File: config.mk
export PLATFORM = sky130hd
export DESIGN_NAME = line_rasterizer_top_flat
export DESIGN_NICKNAME = d
export VERILOG_FILES = /design/src/hdl/lrast_pkg.sv /design/src/hdl/lrast_ifs.sv /design/src/hdl/line_rasterizer_top.sv /design/src/flat_wrapper.sv
export SDC_FILE = /design/constraint.sdc
export NUM_CORES = 1
export LEC_CHECK = 0
export ABC_CLOCK_PERIOD_IN_PS = 17400
export BUFFER_PORTS_ARGS = -buffer_cell sky130_fd_sc_hd__buf_2
export CAP_MARGIN = 20
export CORE_ASPECT_RATIO = 0.8
export CORE_MARGIN = 3
export CORE_UTILIZATION = 56
export CTS_CLUSTER_SIZE = 8
export DETAILED_ROUTE_END_ITERATION = 8
export GPL_TIMING_DRIVEN = 1
export PLACE_DENSITY = 0.74
export SYNTH_ARGS = -nofsm -noshare
export SYNTH_HDL_FRONTEND = slang
export SYNTH_SLANG_ARGS = --single-unit
File: constraint.sdc
create_clock -name clk -period 17.4 [get_ports clk]
set_input_delay 3.48 -clock clk [delete_from_list [all_inputs] [get_ports clk]]
set_output_delay 3.48 -clock clk [all_outputs]
set_load 0.02 [all_outputs]
File: src/hdl/lrast_pkg.sv
// Line rasterizer shared definitions: field widths, register indexes and
// reset values. No dependencies; used by the channel interfaces and the top.
`default_nettype none

package lrast_pkg;

	// Field widths of the command and pixel write channels
	localparam int COORD_W   = 12;
	localparam int COLOR_W   = 32;
	localparam int ADDR_W    = 12;

	// Configuration port
	localparam int CFG_W     = 7;
	localparam int CFG_IDX_W = 1;

	typedef logic [CFG_IDX_W-1:0] cfg_idx_t;

	localparam cfg_idx_t REG_REGION_WIDTH  = 1'd0;
	localparam cfg_idx_t REG_REGION_HEIGHT = 1'd1;

	localparam logic [CFG_W-1:0] REGION_RESET = 7'd64;

	// Default largest region side in pixels
	localparam int MAX_SIDE_DEF = 64;

endpackage

`default_nettype wire

File: src/hdl/lrast_ifs.sv
// Valid/ready channel interfaces of the line rasterizer: line command in,
// framebuffer pixel write out. Depends on lrast_pkg for field widths.
`default_nettype none

interface lrast_cmd_if;
	logic                                 valid;
	logic                                 ready;
	logic signed [lrast_pkg::COORD_W-1:0] start_x;
	logic signed [lrast_pkg::COORD_W-1:0] start_y;
	logic signed [lrast_pkg::COORD_W-1:0] end_x;
	logic signed [lrast_pkg::COORD_W-1:0] end_y;
	logic        [lrast_pkg::COLOR_W-1:0] line_color;

	modport source (output valid, start_x, start_y, end_x, end_y, line_color, input ready);
	modport sink   (input valid, start_x, start_y, end_x, end_y, line_color, output ready);
endinterface

interface lrast_pix_if;
	logic                                valid;
	logic                                ready;
	logic [lrast_pkg::ADDR_W-1:0]        pixel_address;
	logic [lrast_pkg::COLOR_W-1:0]       pixel_color;
	logic                                pixel_valid;
	logic                                last_pixel;

	modport source (output valid, pixel_address, pixel_color, pixel_valid, last_pixel,
		input ready);
	modport sink   (input valid, pixel_address, pixel_color, pixel_valid, last_pixel,
		output ready);
endinterface

`default_nettype wire

File: src/hdl/line_rasterizer_top.sv
// Line rasterizer top level: sequencer around one shared 26-bit adder that
// does setup multiply, slope division and per-pixel stepping.
// Depends on lrast_pkg and the channel interfaces in lrast_ifs.sv.
//
//   channel  | dir | handshake      | payload
//   ---------+-----+----------------+-------------------------------------------
//   cmd      | in  | valid / ready  | start_x start_y end_x end_y line_color
//   pix      | out | valid / ready  | pixel_address pixel_color pixel_valid last_pixel
//   cfg      | in  | cfg_wr_en      | cfg_index cfg_wr_data (no read-back)
//
// Flow: a request passes the setup states (orient, clip); a sloped line adds the
// prepare state, and one starting left of or above the region first runs the
// multiply, divide and fixup states (psum, pabs, fixq, fixr) on the shared adder.
// Then one major-axis step per cycle inside the region (at most MAX_SIDE steps),
// unless the output register stalls it, and one closing state.
// cmd.ready is high only while the sequencer is idle. A full output register
// stalls stepping only when a visible pixel must push the held one out.
// Reset clears the sequencer, the output register and sets both region sizes
// to 64.
`default_nettype none

module line_rasterizer_top #(
	parameter int MAX_SIDE = lrast_pkg::MAX_SIDE_DEF
) (
	input  wire                                   clk,
	input  wire                                   arst_n,
	lrast_cmd_if.sink                             cmd,
	lrast_pix_if.source                           pix,
	input  wire                                   cfg_wr_en,
	input  wire  [lrast_pkg::CFG_IDX_W-1:0]       cfg_index,
	input  wire  [lrast_pkg::CFG_W-1:0]           cfg_wr_data
);

	localparam int CRD = lrast_pkg::COORD_W;
	localparam int MW  = CRD + 1;            // major/minor coordinate, signed
	localparam int QB  = CRD;                // quotient bits of the skip division
	localparam int BW  = CRD + 2;            // step denominator and remainder
	localparam int AW  = BW + QB;            // shared adder width
	localparam int TW  = BW + 2;             // signed step thresholds
	localparam int CW  = $clog2(MAX_SIDE);   // in-region pixel coordinate
	localparam int KW  = lrast_pkg::CFG_W;
	localparam int CNT_W = $clog2(QB + 1);
	localparam int PW  = CW + KW;            // address product width

	typedef enum logic [3:0] {
		S_IDLE, S_ORIENT, S_CLIP, S_MUL, S_PSUM, S_PABS, S_DIV,
		S_FIXQ, S_FIXR, S_PREP, S_STEP, S_FINISH
	} state_t;

	typedef enum logic [1:0] {
		MODE_IDLE, MODE_STRAIGHT, MODE_XMAJOR, MODE_YMAJOR
	} line_mode_t;

	state_t     state_q;
	line_mode_t line_mode_q;

	// Command registers
	logic signed [CRD-1:0] x1_q, y1_q, x2_q, y2_q;
	logic [lrast_pkg::COLOR_W-1:0] color_q;

	// Region registers
	logic [KW-1:0] region_width_q, region_height_q;
	logic [KW-1:0] w_eff, h_eff;

	// Line state
	logic               major_is_y_q;
	logic signed [MW-1:0] major_position_q, major_end_q, minor_q, dmin_q;
	logic [CRD-1:0]     dmaj_q;
	logic [BW-1:0]      step_denominator_q, minor_numerator_q;
	logic [KW-1:0]      lim_major_q, lim_minor_q;
	logic signed [TW-1:0] thr_hi_q, thr_lo_q, inc_dn_q, inc_up_q, inc_mid_q;

	// Multiply / divide working registers
	logic [AW-1:0]      acc_q, mc_q;
	logic [CRD-1:0]     k_q;
	logic [CNT_W-1:0]   cnt_q;
	logic               neg_q;

	// Held pixel and output register
	logic               pend_valid_q;
	logic [CW-1:0]      pend_x_q, pend_y_q;
	logic               out_valid_q, out_pvalid_q, out_last_q;
	logic [lrast_pkg::ADDR_W-1:0]  out_addr_q;
	logic [lrast_pkg::COLOR_W-1:0] out_color_q;

	// Orientation logic
	logic signed [MW-1:0] or_dx, or_dy, or_adx, or_ady;
	logic signed [MW-1:0] or_ma1, or_ma2, or_mi1, or_mi2;
	logic signed [MW-1:0] or_a_lo, or_a_hi, or_b_lo, or_b_hi;
	logic               or_horiz, or_vert, or_straight, or_major_y, or_flip;

	// Clip logic
	logic signed [MW-1:0] lim_maj_s, clip_start, clip_end, clip_neg, dmin_abs;
	logic               clip_empty;

	// Stepping logic
	logic signed [MW-1:0] step_t, maj_nxt;
	logic signed [TW-1:0] r_ext, step_inc;
	logic               step_up, step_dn, step_vis, step_go, out_free;
	logic [CW-1:0]      step_x, step_y;

	// Division fixup
	logic [BW-1:0]      div_t, div_r;
	logic               div_rz;

	// Shared adder
	logic [AW-1:0]      alu_a, alu_b, alu_sum;
	logic               alu_inv, alu_cin;

	// Address of the held pixel
	logic [PW-1:0]      addr_prod;
	logic [PW:0]        addr_sum;

	// Effective region size saturates at MAX_SIDE
	assign w_eff = (region_width_q  > KW'(MAX_SIDE)) ? KW'(MAX_SIDE) : region_width_q;
	assign h_eff = (region_height_q > KW'(MAX_SIDE)) ? KW'(MAX_SIDE) : region_height_q;

	assign cmd.ready = (state_q == S_IDLE);
	assign out_free  = !out_valid_q || pix.ready;

	assign pix.valid         = out_valid_q;
	assign pix.pixel_address = out_addr_q;
	assign pix.pixel_color   = out_color_q;
	assign pix.pixel_valid   = out_pvalid_q;
	assign pix.last_pixel    = out_last_q;

	// Orientation: pick major axis and order endpoints by major coordinate
	always_comb begin
		or_dx       = MW'(x2_q) - MW'(x1_q);
		or_dy       = MW'(y2_q) - MW'(y1_q);
		or_adx      = or_dx[MW-1] ? -or_dx : or_dx;
		or_ady      = or_dy[MW-1] ? -or_dy : or_dy;
		or_horiz    = (y1_q == y2_q);
		or_vert     = (x1_q == x2_q);
		or_straight = or_horiz || or_vert;
		or_major_y  = !or_horiz && (or_vert || !(or_adx > or_ady));
		or_ma1      = or_major_y ? MW'(y1_q) : MW'(x1_q);
		or_ma2      = or_major_y ? MW'(y2_q) : MW'(x2_q);
		or_mi1      = or_major_y ? MW'(x1_q) : MW'(y1_q);
		or_mi2      = or_major_y ? MW'(x2_q) : MW'(y2_q);
		or_flip     = or_ma1 > or_ma2;
		or_a_lo     = or_flip ? or_ma2 : or_ma1;
		or_a_hi     = or_flip ? or_ma1 : or_ma2;
		or_b_lo     = or_flip ? or_mi2 : or_mi1;
		or_b_hi     = or_flip ? or_mi1 : or_mi2;
	end

	// Clip the major range to the region
	always_comb begin
		lim_maj_s  = MW'(lim_major_q);
		clip_start = major_position_q[MW-1] ? '0 : major_position_q;
		clip_end   = (major_end_q < lim_maj_s) ? major_end_q : lim_maj_s;
		clip_empty = clip_start >= clip_end;
		clip_neg   = -major_position_q;
		dmin_abs   = dmin_q[MW-1] ? -dmin_q : dmin_q;
	end

	// Current pixel: minor truncated toward zero, region test, remainder step
	always_comb begin
		step_t   = minor_q + MW'(minor_q[MW-1] && (minor_numerator_q != '0));
		step_vis = !step_t[MW-1] && (step_t[MW-2:0] < (MW-1)'(lim_minor_q));
		step_x   = major_is_y_q ? step_t[CW-1:0] : major_position_q[CW-1:0];
		step_y   = major_is_y_q ? major_position_q[CW-1:0] : step_t[CW-1:0];
		r_ext    = TW'(minor_numerator_q);
		step_up  = (line_mode_q != MODE_STRAIGHT) && (r_ext >= thr_hi_q);
		step_dn  = (line_mode_q != MODE_STRAIGHT) && (r_ext < thr_lo_q);
		step_inc = step_up ? inc_dn_q : (step_dn ? inc_up_q : inc_mid_q);
		maj_nxt  = major_position_q + MW'(1);
		step_go  = !(step_vis && pend_valid_q && !out_free);
	end

	// Division fields
	always_comb begin
		div_t  = acc_q[AW-2:QB-1];
		div_r  = acc_q[AW-1:QB];
		div_rz = (div_r == '0);
	end

	// Shared adder operand selection
	always_comb begin
		alu_a   = '0;
		alu_b   = '0;
		alu_inv = 1'b0;
		alu_cin = 1'b0;
		case (state_q)
			S_MUL: begin
				alu_a = acc_q;
				alu_b = k_q[0] ? mc_q : '0;
			end
			S_PSUM: begin
				alu_a   = AW'(dmaj_q);
				alu_b   = {acc_q[AW-2:0], 1'b0};
				alu_inv = dmin_q[MW-1];
				alu_cin = dmin_q[MW-1];
			end
			S_PABS: begin
				alu_b   = acc_q;
				alu_inv = acc_q[AW-1];
				alu_cin = acc_q[AW-1];
			end
			S_DIV: begin
				alu_a   = AW'(div_t);
				alu_b   = AW'(step_denominator_q);
				alu_inv = 1'b1;
				alu_cin = 1'b1;
			end
			S_FIXQ: begin
				alu_a   = AW'(minor_q);
				alu_b   = AW'(acc_q[QB-1:0]);
				alu_inv = neg_q;
				alu_cin = neg_q && div_rz;
			end
			S_FIXR: begin
				alu_a   = (neg_q && !div_rz) ? AW'(step_denominator_q) : '0;
				alu_b   = AW'(div_r);
				alu_inv = neg_q && !div_rz;
				alu_cin = neg_q && !div_rz;
			end
			S_STEP: begin
				alu_a = AW'(r_ext);
				alu_b = AW'(step_inc);
			end
			default: begin
				alu_a = '0;
			end
		endcase
		alu_sum = alu_a + (alu_inv ? ~alu_b : alu_b) + AW'(alu_cin);
	end

	// Framebuffer address of the held pixel
	assign addr_prod = PW'(pend_y_q) * PW'(w_eff);
	assign addr_sum  = (PW + 1)'(addr_prod) + (PW + 1)'(pend_x_q);

	// Configuration registers
	always_ff @(posedge clk or negedge arst_n) begin
		if (!arst_n) begin
			region_width_q  <= lrast_pkg::REGION_RESET;
			region_height_q <= lrast_pkg::REGION_RESET;
		end else if (cfg_wr_en) begin
			case (cfg_index)
				lrast_pkg::REG_REGION_WIDTH:  region_width_q  <= cfg_wr_data;
				lrast_pkg::REG_REGION_HEIGHT: region_height_q <= cfg_wr_data;
				default: begin
					region_width_q <= region_width_q;
				end
			endcase
		end
	end

	// Sequencer, working registers and output register
	always_ff @(posedge clk or negedge arst_n) begin
		if (!arst_n) begin
			state_q            <= S_IDLE;
			line_mode_q        <= MODE_IDLE;
			x1_q               <= '0;
			y1_q               <= '0;
			x2_q               <= '0;
			y2_q               <= '0;
			color_q            <= '0;
			major_is_y_q       <= 1'b0;
			major_position_q   <= '0;
			major_end_q        <= '0;
			minor_q            <= '0;
			dmin_q             <= '0;
			dmaj_q             <= '0;
			step_denominator_q <= '0;
			minor_numerator_q  <= '0;
			lim_major_q        <= '0;
			lim_minor_q        <= '0;
			thr_hi_q           <= '0;
			thr_lo_q           <= '0;
			inc_dn_q           <= '0;
			inc_up_q           <= '0;
			inc_mid_q          <= '0;
			acc_q              <= '0;
			mc_q               <= '0;
			k_q                <= '0;
			cnt_q              <= '0;
			neg_q              <= 1'b0;
			pend_valid_q       <= 1'b0;
			pend_x_q           <= '0;
			pend_y_q           <= '0;
			out_valid_q        <= 1'b0;
			out_pvalid_q       <= 1'b0;
			out_last_q         <= 1'b0;
			out_addr_q         <= '0;
			out_color_q        <= '0;
		end else begin
			if (out_valid_q && pix.ready) begin
				out_valid_q <= 1'b0;
			end

			case (state_q)
				S_IDLE: begin
					if (cmd.valid) begin
						x1_q    <= cmd.start_x;
						y1_q    <= cmd.start_y;
						x2_q    <= cmd.end_x;
						y2_q    <= cmd.end_y;
						color_q <= cmd.line_color;
						state_q <= S_ORIENT;
					end
				end

				// Latch the line in major/minor form
				S_ORIENT: begin
					line_mode_q      <= or_straight ? MODE_STRAIGHT :
						(or_major_y ? MODE_YMAJOR : MODE_XMAJOR);
					major_is_y_q     <= or_major_y;
					major_position_q <= or_a_lo;
					major_end_q      <= or_a_hi + MW'(or_straight);
					minor_q          <= or_b_lo;
					dmin_q           <= or_b_hi - or_b_lo;
					dmaj_q           <= or_major_y ? or_ady[CRD-1:0] : or_adx[CRD-1:0];
					lim_major_q      <= or_major_y ? h_eff : w_eff;
					lim_minor_q      <= or_major_y ? w_eff : h_eff;
					state_q          <= S_CLIP;
				end

				// Trim the major range; sloped lines starting before the region skip ahead
				S_CLIP: begin
					major_end_q        <= clip_end;
					step_denominator_q <= {1'b0, dmaj_q, 1'b0};
					if (clip_empty) begin
						state_q <= S_FINISH;
					end else if (line_mode_q == MODE_STRAIGHT) begin
						major_position_q  <= clip_start;
						minor_numerator_q <= '0;
						inc_mid_q         <= '0;
						state_q           <= S_STEP;
					end else if (major_position_q[MW-1]) begin
						major_position_q <= '0;
						k_q              <= clip_neg[CRD-1:0];
						acc_q            <= '0;
						mc_q             <= AW'(dmin_abs);
						state_q          <= S_MUL;
					end else begin
						minor_numerator_q <= BW'(dmaj_q);
						state_q           <= S_PREP;
					end
				end

				// |dmin| * skipped steps, shift and add
				S_MUL: begin
					acc_q <= alu_sum;
					mc_q  <= {mc_q[AW-2:0], 1'b0};
					k_q   <= k_q >> 1;
					if ((k_q >> 1) == '0) begin
						state_q <= S_PSUM;
					end
				end

				// Numerator offset dmaj + 2*dmin*k
				S_PSUM: begin
					acc_q   <= alu_sum;
					state_q <= S_PABS;
				end

				S_PABS: begin
					neg_q   <= acc_q[AW-1];
					acc_q   <= alu_sum;
					cnt_q   <= '0;
					state_q <= S_DIV;
				end

				// Restoring division by the step denominator, one bit a cycle
				S_DIV: begin
					acc_q <= {(alu_sum[AW-1] ? div_t : alu_sum[BW-1:0]),
						acc_q[QB-2:0], !alu_sum[AW-1]};
					cnt_q <= cnt_q + CNT_W'(1);
					if (cnt_q == CNT_W'(QB - 1)) begin
						state_q <= S_FIXQ;
					end
				end

				// Floor quotient onto the start minor
				S_FIXQ: begin
					minor_q <= alu_sum[MW-1:0];
					state_q <= S_FIXR;
				end

				S_FIXR: begin
					minor_numerator_q <= alu_sum[BW-1:0];
					state_q           <= S_PREP;
				end

				// Remainder thresholds and increments for stepping
				S_PREP: begin
					thr_hi_q  <= TW'(step_denominator_q) - (TW'(dmin_q) <<< 1);
					thr_lo_q  <= -(TW'(dmin_q) <<< 1);
					inc_dn_q  <= (TW'(dmin_q) <<< 1) - TW'(step_denominator_q);
					inc_up_q  <= (TW'(dmin_q) <<< 1) + TW'(step_denominator_q);
					inc_mid_q <= TW'(dmin_q) <<< 1;
					state_q   <= S_STEP;
				end

				// One major step per cycle unless stalled; visible pixels pass the held one out
				S_STEP: begin
					if (step_go) begin
						if (step_vis) begin
							if (pend_valid_q) begin
								out_valid_q  <= 1'b1;
								out_addr_q   <= lrast_pkg::ADDR_W'(addr_sum);
								out_color_q  <= color_q;
								out_pvalid_q <= 1'b1;
								out_last_q   <= 1'b0;
							end
							pend_valid_q <= 1'b1;
							pend_x_q     <= step_x;
							pend_y_q     <= step_y;
						end
						minor_numerator_q <= alu_sum[BW-1:0];
						if (step_up) begin
							minor_q <= minor_q + MW'(1);
						end else if (step_dn) begin
							minor_q <= minor_q - MW'(1);
						end
						major_position_q <= maj_nxt;
						if (maj_nxt >= major_end_q) begin
							state_q <= S_FINISH;
						end
					end
				end

				// Last result: held pixel, or a fully clipped marker
				S_FINISH: begin
					if (out_free) begin
						out_valid_q  <= 1'b1;
						out_last_q   <= 1'b1;
						out_pvalid_q <= pend_valid_q;
						out_addr_q   <= pend_valid_q ? lrast_pkg::ADDR_W'(addr_sum) : '0;
						out_color_q  <= pend_valid_q ? color_q : '0;
						pend_valid_q <= 1'b0;
						line_mode_q  <= MODE_IDLE;
						state_q      <= S_IDLE;
					end
				end

				default: begin
					state_q <= S_IDLE;
				end
			endcase
		end
	end

endmodule

`default_nettype wire

File: src/flat_wrapper.sv
// flat-port wrapper written by rule: the top's interface ports become plain ports
module line_rasterizer_top_flat 
#(
	parameter int MAX_SIDE = lrast_pkg::MAX_SIDE_DEF
)
  (clk, arst_n, cfg_wr_en, cfg_index, cfg_wr_data, cmd_valid, cmd_start_x, cmd_start_y, cmd_end_x, cmd_end_y, cmd_line_color, cmd_ready, pix_valid, pix_pixel_address, pix_pixel_color, pix_pixel_valid, pix_last_pixel, pix_ready);
  lrast_cmd_if cmd_i ();
  lrast_pix_if pix_i ();
  input  wire clk;
  input  wire arst_n;
  input  wire cfg_wr_en;
  input  wire  [lrast_pkg::CFG_IDX_W-1:0] cfg_index;
  input  wire  [lrast_pkg::CFG_W-1:0] cfg_wr_data;
  input wire logic [$bits(cmd_i.valid)-1:0] cmd_valid;
  input wire logic [$bits(cmd_i.start_x)-1:0] cmd_start_x;
  input wire logic [$bits(cmd_i.start_y)-1:0] cmd_start_y;
  input wire logic [$bits(cmd_i.end_x)-1:0] cmd_end_x;
  input wire logic [$bits(cmd_i.end_y)-1:0] cmd_end_y;
  input wire logic [$bits(cmd_i.line_color)-1:0] cmd_line_color;
  output wire logic [$bits(cmd_i.ready)-1:0] cmd_ready;
  output wire logic [$bits(pix_i.valid)-1:0] pix_valid;
  output wire logic [$bits(pix_i.pixel_address)-1:0] pix_pixel_address;
  output wire logic [$bits(pix_i.pixel_color)-1:0] pix_pixel_color;
  output wire logic [$bits(pix_i.pixel_valid)-1:0] pix_pixel_valid;
  output wire logic [$bits(pix_i.last_pixel)-1:0] pix_last_pixel;
  input wire logic [$bits(pix_i.ready)-1:0] pix_ready;
  assign cmd_i.valid = cmd_valid;
  assign cmd_i.start_x = cmd_start_x;
  assign cmd_i.start_y = cmd_start_y;
  assign cmd_i.end_x = cmd_end_x;
  assign cmd_i.end_y = cmd_end_y;
  assign cmd_i.line_color = cmd_line_color;
  assign cmd_ready = cmd_i.ready;
  assign pix_valid = pix_i.valid;
  assign pix_pixel_address = pix_i.pixel_address;
  assign pix_pixel_color = pix_i.pixel_color;
  assign pix_pixel_valid = pix_i.pixel_valid;
  assign pix_last_pixel = pix_i.last_pixel;
  assign pix_i.ready = pix_ready;
  line_rasterizer_top #(.MAX_SIDE(MAX_SIDE)) u_core (.clk(clk), .arst_n(arst_n), .cmd(cmd_i), .pix(pix_i), .cfg_wr_en(cfg_wr_en), .cfg_index(cfg_index), .cfg_wr_data(cfg_wr_data));
endmodule
Word-level counts from Yosys, hierarchy flattened
Cells that the tools add are included.
{"block": "op_classes", "n_addsub": 20, "mul": 1, "magnitude_cmp": 10, "eq_ne": 30, "mux": 105, "n_bitwise": 3, "n_reduce_logical": 49}
{"op": "$mux W13", "n": 18}
{"op": "$mux W26", "n": 8}
{"op": "$pmux W26 S7", "n": 1}
{"op": "$mux W32", "n": 5}
{"op": "$pmux W26 S6", "n": 1}
{"op": "$mux W12", "n": 10}
{"op": "$pmux W13 S3", "n": 2}
{"op": "$pmux W26 S3", "n": 1}
{"op": "$mux W14", "n": 5}
{"op": "$mux W16", "n": 4}
{"op": "$pmux W32 S2", "n": 1}
{"op": "$pmux W26 S2", "n": 1}
{"op": "$pmux W12 S2", "n": 2}
{"op": "$pmux W4 S12", "n": 1}
{"op": "$pmux W14 S3", "n": 1}
{"op": "$neg A13 Y13", "n": 3}
{"op": "$mux W4", "n": 9}
{"op": "$pmux W16 S2", "n": 1}
{"op": "$sub A14 B14 Y15", "n": 2}
{"op": "$mux W7", "n": 4}
{"op": "$add A13 B1 Y13", "n": 2}
{"op": "$add A13 B2 Y13 const B", "n": 2}
{"op": "$add A26 B1 Y26", "n": 1}
{"op": "$add A26 B26 Y26", "n": 1}
{"op": "other kinds (51)", "n": 132}
{"block": "totals", "reg_bits": 414, "in_bits": 93, "output_inout_bits": 48, "word_cells": 255}

Logic depth before layout (Yosys ltp)
Gate-level depths: netlist of the first run.
{"block": "logic_depth", "depth_word": 12, "depth_mapped": 52, "mapped_depth_nobuf": 46}

Worst setup path after synthesis of the first run
OpenSTA, ideal clock, no wires.
{"block": "synth_timing", "path_type": "flip-flop to flip-flop", "start": "register u_core.x2_q[0]", "end": "register u_core.dmin_q[10]", "setup_ns": 0.133, "t_arrival_ns": 9.539, "required_time_ns": 17.267, "setup_slack_ns": 7.728, "stages_incl_launch_ff": 53, "path_buffers": 6, "synth_period_minus_slack_ns": 9.672, "path_cell_list": "dfrtp_1 inv_1 ha_1 inv_1 fa_1 a21o_1 a21oi_1 o21ai_0 a21oi_1 o21a_1 o21ai_0 o2bb2ai_1 clkbuf_1 nand2b_1 xnor2_1 ha_1 and4_1 and3_1 (+17 left out) buf_4 mux2i_1 nand2_1 o21ai_0 ha_1 inv_1 fa_1 a21o_1 a21oi_1 o21ai_0 a21oi_1 o21ai_0 a21oi_1 nand2b_1 a21boi_0 or3_1 nand2_1 o21ai_0"}
{"block": "synth_between", "elab_chain_len": 11, "word_cells_on_any_way": 16, "cone_classes": "3 x add/sub; 2 x order compare; 1 x eq/ne; 7 x mux; 3 x reduce/logical"}
{"element": "from (decl)", "line": "line_rasterizer_top.sv:58", "text": "logic signed [CRD-1:0] x1_q, y1_q, x2_q, y2_q;"}
{"element": "from (signal assigned)", "line": "line_rasterizer_top.sv:298", "text": "x2_q <= cmd.end_x;"}
{"element": "$sub A12 B12 Y13", "line": "line_rasterizer_top.sv:129", "text": "or_dx = MW'(x2_q) - MW'(x1_q);"}
{"element": "$neg A13 Y13", "line": "line_rasterizer_top.sv:131", "text": "or_adx = or_dx[MW-1] ? -or_dx : or_dx;"}
{"element": "$mux W13", "line": "line_rasterizer_top.sv:131"}
{"element": "$gt A13 B13 Y1", "line": "line_rasterizer_top.sv:136", "text": "or_major_y = !or_horiz && (or_vert || !(or_adx > or_ady));"}
{"element": "$logic_not A1 Y1", "line": "line_rasterizer_top.sv:136"}
{"element": "$logic_or A1 B1 Y1", "line": "line_rasterizer_top.sv:136"}
{"element": "$logic_and A1 B1 Y1", "line": "line_rasterizer_top.sv:136"}
{"element": "$mux W13, on equally long branches", "line": "line_rasterizer_top.sv:137, line_rasterizer_top.sv:138"}
{"element": "$gt A13 B13 Y1", "line": "line_rasterizer_top.sv:141", "text": "or_flip = or_ma1 > or_ma2;"}
{"element": "$mux W13, on equally long branches", "line": "line_rasterizer_top.sv:145, line_rasterizer_top.sv:144"}
{"element": "$sub A13 B13 Y13 *", "line": "line_rasterizer_top.sv:313", "text": "dmin_q <= or_b_hi - or_b_lo;"}
{"element": "to (signal assigned)", "line": "line_rasterizer_top.sv:313"}
{"element": "to (decl)", "line": "line_rasterizer_top.sv:67", "text": "logic signed [MW-1:0] major_position_q, major_end_q, minor_q, dmin_q;"}
Every way passes the cells marked *; elsewhere a longest branch is shown, timed or not.
A chain may end at the register's enable or synchronous reset.

Final worst setup path of the first run
{"block": "layout_timing", "start": "register u_core.x2_q[1]", "end": "register u_core.dmin_q[11]"}
The elaborated chain is that of the path after synthesis.

==> results of run 1 <==
sequential cells by signal, indices dropped and copies added, names as in the netlist, 14 cells and up:
register and count:
u_core.color_q 32, u_core.pix.pixel_color 32, u_core.inc_up_q 14, u_core.thr_lo_q 15, u_core.acc_q 26, u_core.mc_q 26, u_core.minor_numerator_q 14
synthesized netlist by cell type, types with 8 or more instances:
master | n | area [um^2]
nor3_1 | 48 | 240
nand2_1 | 431 | 1620
clkbuf_1 | 152 | 571
buf_1 | 29 | 109
nand4_1 | 36 | 225
a22o_1 | 37 | 324
o211ai_1 | 32 | 240
a21o_1 | 45 | 338
nor4_1 | 21 | 131
o31ai_1 | 38 | 285
o21bai_1 | 10 | 75.1
inv_1 | 228 | 856
mux2i_1 | 81 | 811
nor2_1 | 207 | 777
and3_1 | 16 | 100
a22oi_1 | 43 | 323
o41ai_1 | 8 | 70.1
or3_1 | 22 | 138
nor2b_1 | 59 | 369
dfrtp_1 | 400 | 10000
a221o_1 | 11 | 110
xnor2_1 | 127 | 1110
nand3_1 | 70 | 350
xor2_1 | 65 | 569
mux2_2 | 142 | 1600
o221ai_1 | 20 | 175
and2_1 | 25 | 156
a222oi_1 | 25 | 250
nor3b_1 | 25 | 188
fa_1 | 32 | 641
o21ai_0 | 285 | 1430
a21boi_0 | 18 | 135
ha_1 | 230 | 2880
buf_2 | 12 | 60.1
a21oi_1 | 179 | 896
a211oi_1 | 45 | 338
a31oi_1 | 26 | 163
nand2b_1 | 40 | 250
o21a_1 | 20 | 150
logic make-up after synthesis:
group | count (synthesis) | share of synthesized area (%)
AO/OA/AOI/OAI | 912 | 19.8
flip-flops | 402 | 33.3
XOR/XNOR | 192 | 5.57
buffers and inverters | 429 | 5.51
AND/OR/NAND/NOR | 1030 | 15.9
adder cells (fa/ha/maj) | 267 | 11.8
multiplexers | 225 | 8.14
worst register-to-register path: cells and delay by family, from the launching register on:
| kind | cells | cell delay (ns) |
|---|---|---|
| compound gates | 22 | 5.46 |
| simple gates | 9 | 2.89 |
| fa+ha+maj | 6 | 2.01 |
| buf+inv | 3 | 1.26 |
| flops | 1 | 0.52 |
| xor+xnor | 1 | 0.21 |
area by class of cell:
class / instances / area [um^2] / share of cell area, %
inverters: 228 / 856 / 2.61
well taps: 693 / 867 / 2.64
clock inverters: 3 / 30.0 / 0.0915
flip-flops and latches: 402 / 10100 / 30.7
clock buffers: 70 / 1450 / 4.43
multi-input cells: 2626 / 18500 / 56.5
repair buffers: 177 / 1020 / 3.11
how the worst max path moves through the flow:
stage | start | endpoint | slack [ns] | cells after the start
after global placement | u_core.x2_q[0] | u_core.dmin_q[10] | 5.68 | 47
after CTS | u_core.y1_q[2] | u_core.dmin_q[11] | 5.28 | 42
after global routing | u_core.x1_q[1] | u_core.dmin_q[11] | 4.11 | 42
after floorplan | u_core.x2_q[0] | u_core.dmin_q[10] | 7.73 | 52
final | u_core.x2_q[1] | u_core.dmin_q[11] | 5.00 | 41
after detailed placement | u_core.y2_q[0] | u_core.dmin_q[11] | 5.36 | 43
metal layers:
layer	wire length (um)	GRT usage (%)	vias to the layer above
met5	41	0	-
met4	2510	8.82	6
met3	11400	10.6	189
met2	41300	49.6	1174
met1	44900	51.2	13100
li1	-	-	12300
through the flow:
stage / utilization, % / setup WS (ns) / hold slack (ns) / std cells / instance area, um^2
finish: 62.1 / 5.00 / 0.471 / 4199 / 32800
floorplan: - / 7.73 / 0.443 / 3457 / 30200
CTS: 62.1 / 5.28 / 0.476 / 4197 / 32800
global route: 62.1 / 4.11 / 0.494 / 4199 / 32800
detailed placement: 59.2 / 5.36 / 0.463 / 4124 / 31300
global placement: 59.2 / 5.68 / 0.457 / 4124 / 31300
==> flow_summary.toml, run 1 <==
[placed_design]
dp_hpwl_um = 75100
port_buffers = 140
gp_congestion = 0.998

[clock_tree]
holdBufCountCts = 0
ctsHtreeMaxLevel = 2
cts_resized = 0
root_buffer = "clkbuf_16"
clk_latency_ns = 0.62
post_cts_buffers = 0
cts_buffers = 56
clk_path_buf_depth = 3
cts_tree = "built"
path_clk_slew_ns = 0.06
cts_sinks = 402

[critical_path]
required_ns = 17.92
worst_path_max_delay_cell = "o31ai_2"
r2r_slack_ns = 5.00
reg2reg_to = "u_core.dmin_q[11]"
cpLargestDelayFamily = "compound AO/OA/AOI/OAI gates"
cpPeakStageDelay_ns = 0.75
reg2reg_depth = 41
crit_buf_inv = 3
critPathArrivalTime_ns = 12.92
reg2reg_from = "u_core.x2_q[1]"
crit_type = "reg2reg"
path_common_cell = "o21ai_0"
critPathCaptureType = "flop"
startpoint_type = "flop"
crit_fanout = 72

[drt]
drt_iter0_drc = 3032
wl_per_cell_um = 23.9
via_count = 26800
ant_nets = 0
drc = 0
drt-total-wl_um = 100000
drt_first_pass_iters = 7
vias_per_cell = 6.39

[grt]
grtUsageTotal_pct = 34.7
grt_pass1_vias = 25700
grt_overflow = 0
grt_max_degree = 165
antenna_found_initial = 4
grt_pass1_wl_um = 152000

[logic_synthesis]
yosys_warnings = 0
synth_edf_count = 0
synth_seq_cells = 402
ys_seq_area_share_pct = 33.3
syn_nets = 3812
synthCells = 3457
synth_cell_types = 86
syn_area_um2 = 30200
synthArstFlopShare_pct = 100
synth_ff_type = "dfrtp_1"
syn-mean-instance-area_um2 = 8.73

[timing]
fin_skew_ns = 0.0276
rsz0062_at_grt = "false"
max_freq_mhz = 80.6
relSlewSlack_pct = 21.2
drv_slew = 0
finalCritPeriodShare_pct = 71.3
hold_viol = 0
final.setup.tns_ns = 0
worstMarginPinSlew_ns = 1.17
setup_violations = 0
period_needed_ns = 12.40

[final_layout]
n_fill_cell = 4494
final_common_cell = "nand2_1"
syn_to_final_growth_pct = 8.77
diodes = 0
drive_gt1_share_pct = 12.0
final_cell_mix = "427 x nand2_1, 400 x dfrtp_1, 285 x o21ai_0"
fin_nets = 3846

[worst_hold_path]
hp-class = "reg2reg"
min_to = "u_core.pix.pixel_address[4]"
worst_hold_startpoint = "u_core.pix.pixel_address[4]"
holdPathStages = 2

[floorplanning]
coreArea_um2 = 52800
fp.dieW_um = 266
num_rows = 75
die-area_um2 = 56700
ioPinCount = 141
start_util_pct = 57.1
fp.dieH_um = 214

[status]
status = "complete, no violations"

[run]
maxCapViolCount = 0
Power of run 1 is left out: the tool's default activity adds up to more than one toggle a clock period on the data nets, which glitch-free logic cannot reach.
==> run 2, diff against run 1 <==
--- a/config.mk
+++ b/config.mk
@@ -5,7 +5,8 @@
 export SDC_FILE = /design/constraint.sdc
 export NUM_CORES = 1
 export LEC_CHECK = 0
-export ABC_CLOCK_PERIOD_IN_PS = 17400
+export ABC_AREA = 1
+export ABC_CLOCK_PERIOD_IN_PS = 12650
 export BUFFER_PORTS_ARGS = -buffer_cell sky130_fd_sc_hd__buf_2
 export CAP_MARGIN = 20
 export CORE_ASPECT_RATIO = 0.8
==> constraint.sdc (replaced) <==
create_clock -name clk -period 12.65 [get_ports clk]
set_input_delay 2.53 -clock clk [delete_from_list [all_inputs] [get_ports clk]]
set_output_delay 2.53 -clock clk [all_outputs]
set_load 0.02 [all_outputs]
==> run 2 against run 1 <==
Critical path depth grew 12; critical path type unchanged; register-to-register slack got worse by 1.8 ns; cell count rose by 10%; largest cell class unchanged; die area is 3.1% lower; area after synthesis shrank 3.2%; critical endpoint is now u_core.dmin_q[12]; maximum frequency grew 31%; count of clock-buffer cells in the layout increased by 3.
==> flow_summary.toml, run 2 <==
[worst_hold_path]
hp-class = "reg2reg"

[final_layout]
syn_to_final_growth_pct = 9.64
drive_gt1_share_pct = 8.43
n_fill_cell = 4709
final_cell_mix = "710 x nand2_1, 573 x inv_1, 400 x dfrtp_1"
multi_input_area_um2 = 16400
regArea_um2 = 10100
final_cell_area_um2 = 32000
fin_nets = 4286
final_common_cell = "nand2_1"
diodes = 0

[clock_tree]
clk_latency_ns = 0.65
cts_tree = "built"
cts_resized = 0
ctsHtreeMaxLevel = 2
holdBufCountCts = 0
root_buffer = "clkbuf_16"
clk_path_buf_depth = 3
path_clk_slew_ns = 0.05
cts_buffers = 56
post_cts_buffers = 0
cts_sinks = 402

[grt]
grt_overflow = 0
antenna_found_initial = 3
grt_max_degree = 163
grt_pass1_wl_um = 147000
grt_pass1_vias = 25600
grtUsageTotal_pct = 34.1

[timing]
finalCritPeriodShare_pct = 75.1
rsz0062_at_grt = "false"
max_freq_mhz = 105
relSlewSlack_pct = 20.2
worstMarginPinSlew_ns = 1.20
drv_slew = 0
final.setup.tns_ns = 0
worst_hold_slack_ns = 0.481
fin_skew_ns = 0.0472
hold_viol = 0
setup_violations = 0
period_needed_ns = 9.50

[critical_path]
crit_fanout = 79
reg2reg_to = "u_core.dmin_q[12]"
cpLargestDelayFamily = "simple AND/OR/NAND/NOR gates"
critPathCaptureType = "flop"
cp_num_cells = 53
crit_buf_inv = 11
crit_type = "reg2reg"
reg2reg_from = "u_core.y2_q[0]"
cp-startpoint = "u_core.y2_q[0]"
endpoint = "u_core.dmin_q[12]"
startpoint_type = "flop"
reg2reg_depth = 53
required_ns = 13.11
critPathArrivalTime_ns = 9.95
worst_path_max_delay_cell = "nand2_4"
cpPeakStageDelay_ns = 0.69
r2r_slack_ns = 3.15

[logic_synthesis]
synth.most_common_cell = "nand2_1"
syn_area_um2 = 29200
synthSimpleGateAreaFrac_pct = 18.6
yosys_warnings = 0
netlist_top_cells_area = "dfrtp_1 34%, ha_1 9.9%, nand2_1 9.1%"
synth_top_cell_area_share_pct = 34.3
synthCells = 3856
synth_xor_area_share_pct = 4.44
syn-mean-instance-area_um2 = 7.57
synth_ff_type = "dfrtp_1"
synth_mux_area_share_pct = 0.454
synth_fa_ha_area_share_pct = 12.0
synth_largest_area_cell = "dfrtp_1"
synth_top_family_by_area = "compound AO/OA/AOI/OAI gates"
synth_edf_count = 0
ys_seq_area_share_pct = 34.5
synth_seq_cells = 402
synthArstFlopShare_pct = 100
syn_nets = 4211
yosys-top-cells-count = "711 x nand2_1, 573 x inv_1, 400 x dfrtp_1"
synth-compound-area-share_pct = 20.3
synth_cell_types = 64

[floorplanning]
coreArea_um2 = 51300
fp.dieH_um = 210
start_util_pct = 56.9
die-area_um2 = 54900
num_rows = 74
ioPinCount = 141
fp.dieW_um = 261

[pwr]
cellLeakagePower_nw = 16.7
ir_drop_mv = 0.120
power_density_nw_per_um2 = 97.2

[drt]
ant_nets = 0
drt_first_pass_iters = 8
drt_iter0_drc = 3333
vias_per_cell = 5.96
wl_per_cell_um = 20.4
drt-total-wl_um = 94300
drc = 0
via_count = 27600

[placed_design]
dp_hpwl_um = 70700
placed_cell_area_um2 = 30400
port_buffers = 140
gp_congestion = 1.01

[run]
maxCapViolCount = 0

[status]
status = "complete, no violations"
-- run 2: worst min path at each step --
stage	from	to	slack, ns	cells past startpoint
6_report	u_core.inc_up_q[4]	u_core.inc_up_q[4]	0.48	2
5_1_grt	u_core.mc_q[3]	u_core.mc_q[3]	0.50	2
3_5_place_dp	u_core.mc_q[5]	u_core.mc_q[5]	0.47	2
2_1_floorplan	u_core.acc_q[1]	u_core.acc_q[1]	0.44	2
4_1_cts	u_core.mc_q[6]	u_core.mc_q[6]	0.48	2
3_3_place_gp	u_core.acc_q[1]	u_core.acc_q[1]	0.46	2
-- run 2: cells by family (layout without fill, tap and decap cells) --
group / after synthesis / count (layout)
simple gates: 1303 / 1303
xor+xnor: 148 / 148
fa+ha+maj: 262 / 262
flops: 402 / 402
buf+inv: 744 / 838
mux: 12 / 12
compound gates: 985 / 985
-- run 2: layout make-up --
| cell class | instances | area share (%) |
|---|---|---|
| Multi-Input combinational cell | 2710 | 51.1 |
| Sequential cell | 402 | 31.4 |
| Inverter | 590 | 6.92 |
| Clock buffer | 73 | 4.61 |
| Timing Repair Buffer | 171 | 2.99 |
| Tap cell | 684 | 2.67 |
| Clock inverter | 4 | 0.297 |
-- run 2: tightest hold or removal path, cell delays in order, from the launching register on --
cell and delay [ns]:
dfrtp_1 0.34, nand2_1 0.05, o31ai_1 0.05
-- run 2: power by group --
part,total [W],internal (W),switching [W]
Sequential,0.00130,0.00129,0.00000538
Clock,0.00140,0.000806,0.000595
Combinational,0.000412,0.000170,0.000242
Total,0.00311,0.00227,0.000842
-- run 2: metrics by stage --
stage | setup slack [ns] | util [%] | power [W] | std cells
after floorplan | 4.55 | - | 0.00163 | 3856
after global placement | 3.50 | 59.4 | 0.00173 | 4557
after detailed placement | 3.32 | 59.4 | 0.00173 | 4557
after CTS | 3.30 | 62.4 | 0.00313 | 4634
after global routing | 2.07 | 62.4 | 0.00325 | 4634
final | 3.15 | 62.4 | 0.00311 | 4634
-- run 2: routing by layer --
layer,vias to the layer above,global-route usage (%),part of all wire (%)
li1,13000,-,-
met3,288,6.26,9.1
met5,-,0,0.025
met2,1372,49.9,42
met1,12900,49.3,43
met4,4,15.2,5.1
No activity file was read; power rests on OpenSTA's default activity.
